--- src/ior_pkg.sv ---
// ----------------------------------------------------------------------------
// ior_pkg
// Shared types and codes for the in-order record release block.
// ----------------------------------------------------------------------------
package ior_pkg;

    localparam int SEQ_W    = 32;
    localparam int STATUS_W = 3;

    // result status codes
    localparam logic [STATUS_W-1:0] ST_RELEASED  = 3'd0;
    localparam logic [STATUS_W-1:0] ST_HELD      = 3'd1;
    localparam logic [STATUS_W-1:0] ST_DUPLICATE = 3'd2;
    localparam logic [STATUS_W-1:0] ST_OUTDATED  = 3'd3;
    localparam logic [STATUS_W-1:0] ST_BEYOND    = 3'd4;

    // classification of an item against the expected number
    typedef struct packed {
        logic match;    // equal to expected
        logic ahead;    // ahead, inside the window
        logic beyond;   // ahead, past the window
        logic behind;   // serial-number behind
    } ior_class_t;

endpackage

--- src/ior_ram.sv ---
// ----------------------------------------------------------------------------
// ior_ram
// Generic single-write, single-read RAM with registered read data.
// ----------------------------------------------------------------------------
module ior_ram #(
    parameter int WIDTH = 64,
    parameter int DEPTH = 16
) (
    input  logic                     clk,
    input  logic                     we,
    input  logic [$clog2(DEPTH)-1:0] waddr,
    input  logic [WIDTH-1:0]         wdata,
    input  logic [$clog2(DEPTH)-1:0] raddr,
    output logic [WIDTH-1:0]         rdata
);

    logic [WIDTH-1:0] mem_reg [DEPTH];
    logic [WIDTH-1:0] rdata_reg;

    always_ff @(posedge clk)
    begin
        if (we)
        begin
            mem_reg[waddr] <= wdata;
        end
        rdata_reg <= mem_reg[raddr];
    end

    assign rdata = rdata_reg;

endmodule

--- src/ior_slot_map.sv ---
// ----------------------------------------------------------------------------
// ior_slot_map
// Classifies an item by its distance from the expected number and maps its
// number to a window slot (number modulo window) without a divider.
// ----------------------------------------------------------------------------
module ior_slot_map #(
    parameter int WINDOW = 16
) (
    input  logic [ior_pkg::SEQ_W-1:0]  delta,   // seq - expected, mod 2^32
    input  logic                       wrap,    // seq < expected numerically
    input  logic [$clog2(WINDOW)-1:0]  eslot,   // expected mod window
    output ior_pkg::ior_class_t        cls,
    output logic [$clog2(WINDOW)-1:0]  slot
);

    localparam int IDX_W = $clog2(WINDOW);
    localparam int SUM_W = IDX_W + 2;
    // 2^32 mod window; corrects the slot when the number wrapped past 2^32
    localparam logic [63:0] WRAP_MOD = 64'h1_0000_0000 % 64'(WINDOW);
    localparam logic [SUM_W-1:0] WRAP_ADJ = SUM_W'(64'(WINDOW) - WRAP_MOD);
    localparam logic [SUM_W-1:0] WIN_1X = SUM_W'(WINDOW);
    localparam logic [SUM_W-1:0] WIN_2X = SUM_W'(2 * WINDOW);

    logic [SUM_W-1:0] sum;

    always_comb
    begin
        cls.match  = (delta == '0);
        cls.ahead  = (delta != '0) && (delta < ior_pkg::SEQ_W'(WINDOW));
        cls.beyond = (delta >= ior_pkg::SEQ_W'(WINDOW)) && !delta[ior_pkg::SEQ_W-1];
        cls.behind = delta[ior_pkg::SEQ_W-1];
    end

    // delta < window here, so its low bits carry the whole value
    always_comb
    begin
        sum = SUM_W'(eslot) + SUM_W'(delta[IDX_W-1:0]) + (wrap ? WRAP_ADJ : '0);
        if (sum >= WIN_2X)
        begin
            slot = IDX_W'(sum - WIN_2X);
        end
        else if (sum >= WIN_1X)
        begin
            slot = IDX_W'(sum - WIN_1X);
        end
        else
        begin
            slot = IDX_W'(sum);
        end
    end

endmodule

--- src/in_order_record_release.sv ---
// ----------------------------------------------------------------------------
// in_order_record_release
// Sequence-number reorder buffer: releases records in number order.
// The first result comes in the cycle after the item is accepted.
// A new item is accepted only while idle; a drain releases one held record
//   per cycle, fed by the registered read of the payload RAM.
// Reset: asynchronous, active low; expected number 0, all slots free.
// Results cannot be stalled: each is shown for one cycle under strobe.
// ----------------------------------------------------------------------------
module in_order_record_release #(
    parameter int WINDOW       = 16,
    parameter int PAYLOAD_BITS = 64
) (
    input  logic                           clk,
    input  logic                           rst_n,
    // command side
    input  logic                           start,
    output logic                           busy,
    input  logic [ior_pkg::SEQ_W-1:0]      seq_number,
    input  logic [PAYLOAD_BITS-1:0]        payload,
    // result side
    output logic                           strobe,
    output logic [ior_pkg::STATUS_W-1:0]   status,
    output logic [ior_pkg::SEQ_W-1:0]      out_seq_number,
    output logic [PAYLOAD_BITS-1:0]        out_payload,
    output logic                           last
);

    localparam int IDX_W = $clog2(WINDOW);
    localparam int CNT_W = $clog2(WINDOW + 1);

    // sequencer states
    localparam logic [1:0] S_IDLE  = 2'd0;   // waiting for an item
    localparam logic [1:0] S_EVAL  = 2'd1;   // classify, first result
    localparam logic [1:0] S_DRAIN = 2'd2;   // release held records

    logic [1:0]                  state_reg, state_next;
    logic [ior_pkg::SEQ_W-1:0]   exp_reg, exp_next;
    logic [IDX_W-1:0]            eslot_reg, eslot_next;
    logic [WINDOW-1:0]           valid_reg, valid_next;
    logic [CNT_W-1:0]            cnt_reg, cnt_next;

    // captured item; payload-type registers, no reset needed
    logic [ior_pkg::SEQ_W-1:0]   in_seq_reg;
    logic [PAYLOAD_BITS-1:0]     in_pay_reg;
    logic [ior_pkg::SEQ_W-1:0]   dist_reg;
    logic                        wrap_reg;

    ior_pkg::ior_class_t         cls;
    logic [IDX_W-1:0]            slot;
    logic [IDX_W-1:0]            slot_inc;    // slot of expected + 1
    logic                        accept;
    logic                        ram_we;
    logic [PAYLOAD_BITS-1:0]     ram_rdata;

    assign accept = start && !busy;
    assign busy   = (state_reg != S_IDLE);

    // distance and wrap are taken at accept so the eval cycle stays short
    always_ff @(posedge clk)
    begin
        if (accept)
        begin
            in_seq_reg <= seq_number;
            in_pay_reg <= payload;
            dist_reg   <= seq_number - exp_reg;
            wrap_reg   <= (seq_number < exp_reg);
        end
    end

    ior_slot_map #(
        .WINDOW (WINDOW)
    ) u_slot_map (
        .delta (dist_reg),
        .wrap  (wrap_reg),
        .eslot (eslot_reg),
        .cls   (cls),
        .slot  (slot)
    );

    // expected slot steps with the expected number; both wrap to zero at 2^32
    always_comb
    begin
        if (exp_reg == '1)
        begin
            slot_inc = '0;
        end
        else if (eslot_reg == IDX_W'(WINDOW - 1))
        begin
            slot_inc = '0;
        end
        else
        begin
            slot_inc = eslot_reg + 1'b1;
        end
    end

    // payload store; always reads the slot after the expected one, so the
    // data is ready when the drain reaches it
    ior_ram #(
        .WIDTH (PAYLOAD_BITS),
        .DEPTH (WINDOW)
    ) u_slot_ram (
        .clk   (clk),
        .we    (ram_we),
        .waddr (slot),
        .wdata (in_pay_reg),
        .raddr (slot_inc),
        .rdata (ram_rdata)
    );

    always_comb
    begin
        state_next     = state_reg;
        exp_next       = exp_reg;
        eslot_next     = eslot_reg;
        valid_next     = valid_reg;
        cnt_next       = cnt_reg;
        ram_we         = 1'b0;
        strobe         = 1'b0;
        status         = ior_pkg::ST_RELEASED;
        out_seq_number = '0;
        out_payload    = '0;
        last           = 1'b0;

        case (state_reg)
            S_IDLE:
            begin
                if (accept)
                begin
                    state_next = S_EVAL;
                end
            end

            S_EVAL:
            begin
                strobe         = 1'b1;
                out_seq_number = in_seq_reg;
                state_next     = S_IDLE;
                if (cls.match)
                begin
                    status      = ior_pkg::ST_RELEASED;
                    out_payload = in_pay_reg;
                    exp_next    = exp_reg + 1'b1;
                    eslot_next  = slot_inc;
                    cnt_next    = CNT_W'(1);
                    last        = !valid_reg[slot_inc];
                    if (valid_reg[slot_inc])
                    begin
                        state_next = S_DRAIN;
                    end
                end
                else if (cls.ahead)
                begin
                    last = 1'b1;
                    if (valid_reg[slot])
                    begin
                        status = ior_pkg::ST_DUPLICATE;
                    end
                    else
                    begin
                        status           = ior_pkg::ST_HELD;
                        valid_next[slot] = 1'b1;
                        ram_we           = 1'b1;
                    end
                end
                else if (cls.beyond)
                begin
                    status = ior_pkg::ST_BEYOND;
                    last   = 1'b1;
                end
                else
                begin
                    status = ior_pkg::ST_OUTDATED;
                    last   = 1'b1;
                end
            end

            S_DRAIN:
            begin
                strobe                = 1'b1;
                status                = ior_pkg::ST_RELEASED;
                out_seq_number        = exp_reg;
                out_payload           = ram_rdata;
                valid_next[eslot_reg] = 1'b0;
                exp_next              = exp_reg + 1'b1;
                eslot_next            = slot_inc;
                cnt_next              = cnt_reg + 1'b1;
                // at most WINDOW results per item
                last = (cnt_reg == CNT_W'(WINDOW - 1)) || !valid_reg[slot_inc];
                if (last)
                begin
                    state_next = S_IDLE;
                end
            end

            default:
            begin
                state_next = S_IDLE;
            end
        endcase
    end

    always_ff @(posedge clk or negedge rst_n)
    begin
        if (!rst_n)
        begin
            state_reg <= S_IDLE;
            exp_reg   <= '0;
            eslot_reg <= '0;
            valid_reg <= '0;
            cnt_reg   <= '0;
        end
        else
        begin
            state_reg <= state_next;
            exp_reg   <= exp_next;
            eslot_reg <= eslot_next;
            valid_reg <= valid_next;
            cnt_reg   <= cnt_next;
        end
    end

    // a drained slot must hold a record
    a_drain_valid: assert property (@(posedge clk) disable iff (!rst_n)
        (state_reg == S_DRAIN) |-> valid_reg[eslot_reg])
        else $error("drain reached a free slot");

    // the final result of an item frees the block for the next one
    a_last_idle: assert property (@(posedge clk) disable iff (!rst_n)
        (strobe && last) |=> (!strobe && !busy))
        else $error("result after last");

    // drain count stays inside the window
    a_cnt_bound: assert property (@(posedge clk) disable iff (!rst_n)
        (state_reg == S_DRAIN) |-> (cnt_reg < CNT_W'(WINDOW)))
        else $error("drain ran past window");

    // the payload RAM is written only for a newly held record
    a_write_free: assert property (@(posedge clk) disable iff (!rst_n)
        ram_we |-> (cls.ahead && !valid_reg[slot] && status == ior_pkg::ST_HELD))
        else $error("write into an occupied slot");

    // expected slot tracks the number range of the window
    a_eslot_range: assert property (@(posedge clk) disable iff (!rst_n)
        1'b1 |-> (32'(eslot_reg) < 32'(WINDOW)))
        else $error("expected slot out of range");

endmodule
--- config.mk ---
export PLATFORM = sky130hd
export DESIGN_NAME = in_order_record_release
export DESIGN_NICKNAME = d
export VERILOG_FILES = /design/src/ior_pkg.sv /design/src/ior_ram.sv /design/src/ior_slot_map.sv /design/src/in_order_record_release.sv
export SDC_FILE = /design/constraint.sdc
export NUM_CORES = 2
export LEC_CHECK = 0
export ABC_AREA = 0
export BUFFER_PORTS_ARGS = -buffer_cell sky130_fd_sc_hd__buf_2
export CAP_MARGIN = 40
export CORE_MARGIN = 2
export CORE_UTILIZATION = 35
export DETAILED_ROUTE_END_ITERATION = 10
export GPL_ROUTABILITY_DRIVEN = 0
export HOLD_SLACK_MARGIN = 0.12
export PLACE_DENSITY = 0.61
export SYNTH_ARGS = -nofsm -noshare
export SYNTH_HDL_FRONTEND = slang
export SYNTH_HIERARCHICAL = 1
export SYNTH_SLANG_ARGS = --single-unit
--- constraint.sdc ---
create_clock -name clk -period 7.5 [get_ports clk]
set_input_delay 1.125 -clock clk [delete_from_list [all_inputs] [get_ports clk]]
set_output_delay 1.125 -clock clk [all_outputs]
set_load 0.005 [all_outputs]
==> flow_metrics.tcl <==
set metrics [dict create \
    drv_slew 0 \
    cp-start-kind "register" \
    first_pass_iters 7 \
    combPwrFrac 0.079 \
    portBuffers 200 \
    drive_gt1_frac 0.255 \
    hold_class "register to register" \
    seq_power_share 0.512 \
    fmax_mhz 189 \
    timing.hold.ws_ps 508 \
    intPower_uw 12700 \
    clock_latency_ps 760 \
    yosysWarnings 6 \
    cts_max_level 4 \
    fin_crit_sh 0.706 \
    drv_cap 0 \
    clkSinkCount 1275 \
    chipWidth_um 382 \
    largest_reg_flops 1024 \
    post_cts.repair.setup_buffers 0 \
    clk_pin_slew_ps 60 \
    crit_type "register to output pin" \
    cts_tree "yes" \
    endpoint_kind "output pin" \
    final_common_cell "edfxtp_1" \
    p_leak_uw 0.0189 \
    fin_util 0.411 \
    vias_per_cell 5.21 \
    cp.arrival_ps 4170 \
    die_h_um 382 \
    synth_area_um2 50000 \
    vias 25400 \
    syn_area_per_cell_um2 19.2 \
    grt-ovfl-total 0 \
    worstMarginPinSlew_ps 934 \
    syn_to_final_growth_pct 16.4 \
    drtIter0Drc 2312 \
    setup_violations 0 \
    netSwitchingFraction 0.235 \
    core_um2 142000 \
    die-area_um2 146000 \
    period_needed_ps 5300 \
    pre_cts_ws_ps 2180 \
    peakVddDrop_uv 219 \
    ctsHoldBuffers 0 \
    cts-root-buf "clkbuf_16" \
    wire_per_inst_um 23.5 \
    p_total_uw 16500 \
    clock_skew_ps 49.7 \
    setup_ws_ps 2200 \
    hold_viol 0 \
    antenna_found_initial 4 \
    grt_pass1_wl_um 172000 \
    synthCells 2601 \
    p_per_area_nw_per_um2 284 \
    grt_pass1_vias 26500 \
    num_rows 138 \
    synth_nets 2747 \
    crit_fanout 43 \
    dp_hpwl_um 67000 \
    cts-resized-gates 0 \
    cts_buffers 137 \
    io_pins 201 \
    final_cell_mix "1152 x edfxtp_1, 262 x mux4_2, 224 x a22oi_1, 200 x buf_2, 139 x clkbuf_16" \
    n_antenna_cell 0 \
    rsz0062_at_grt "false" \
    grt_start_max_net_pins 104 \
    outcome "completed" \
    cts_buffer_depth 3 \
    p_sw_uw 3880 \
    start_util 0.353 \
    slew_headroom 0.377 \
    finalWirelength_um 115000 \
    antenna_left 0 \
    fin_nets 3013 \
    remaining_drc_errors 0 \
    cp.required_ps 6380 \
    grtUsageTotal 0.158 \
    clkPwrFrac 0.409 \
]
[cell type report]
type,count,area (um^2)
tap,1890,2360
inverter,54,203
timing repair buffer,254,1700
multi-input combinational,1145,12000
clock inverter,78,910
sequential,1275,37400
fill,12600,83400
clock buffer,176,3690
[worst paths after layout]
| kind | endpoint | from | cells after the start | slack, ps |
|---|---|---|---|---|
| hold / removal | exp_reg[31] | exp_reg[31] | 1 | 510 |
| setup reg to reg | u_slot_ram/mem_reg[0][32] | eslot_reg[0] | 11 | 2210 |
| min in group asynchronous | exp_reg[23] | rst_n | 2 | 570 |
| setup / recovery | out_payload[45] | dist_reg[1] | 7 | 2200 |
| max in group asynchronous | cnt_reg[3] | rst_n | 2 | 6380 |
| hold reg to reg | exp_reg[31] | exp_reg[31] | 1 | 510 |
[worst max-delay path, cell delays in order (launching register included)]
cell and delay (ps):
edfxtp_1 420, or4_4 590, nor3_2 470, and2_4 540, buf_4 670, a22oi_1 150, nor2b_1 360, buf_2 190
[routing by layer]
layer | GRT usage | up-vias | part of all wire
li1 | - | 11100 | -
met1 | 0.223 | 13300 | 0.44
met2 | 0.246 | 813 | 0.47
met3 | 0.0349 | 156 | 0.066
met4 | 0.0431 | 6 | 0.021
met5 | 0 | - | 0.00031
[power groups by stage]
stage	Clock [uW]	Sequential, uW	Combinational, uW
2_1_floorplan	0	8490	885
3_3_place_gp	0	8620	1320
3_5_place_dp	0	8630	1330
4_1_cts	6940	8480	1340
5_1_grt	7230	8520	1430
6_report	6760	8470	1300
[metrics by stage]
stage	setup TNS, ps	cells	instance area (um^2)
2_1_floorplan	-72610	2601	50000
3_3_place_gp	0	4610	53400
3_5_place_dp	0	4618	53600
4_1_cts	0	4872	58200
5_1_grt	0	4872	58200
6_report	0	4872	58200
No activity file was read; power rests on OpenSTA's default activity.
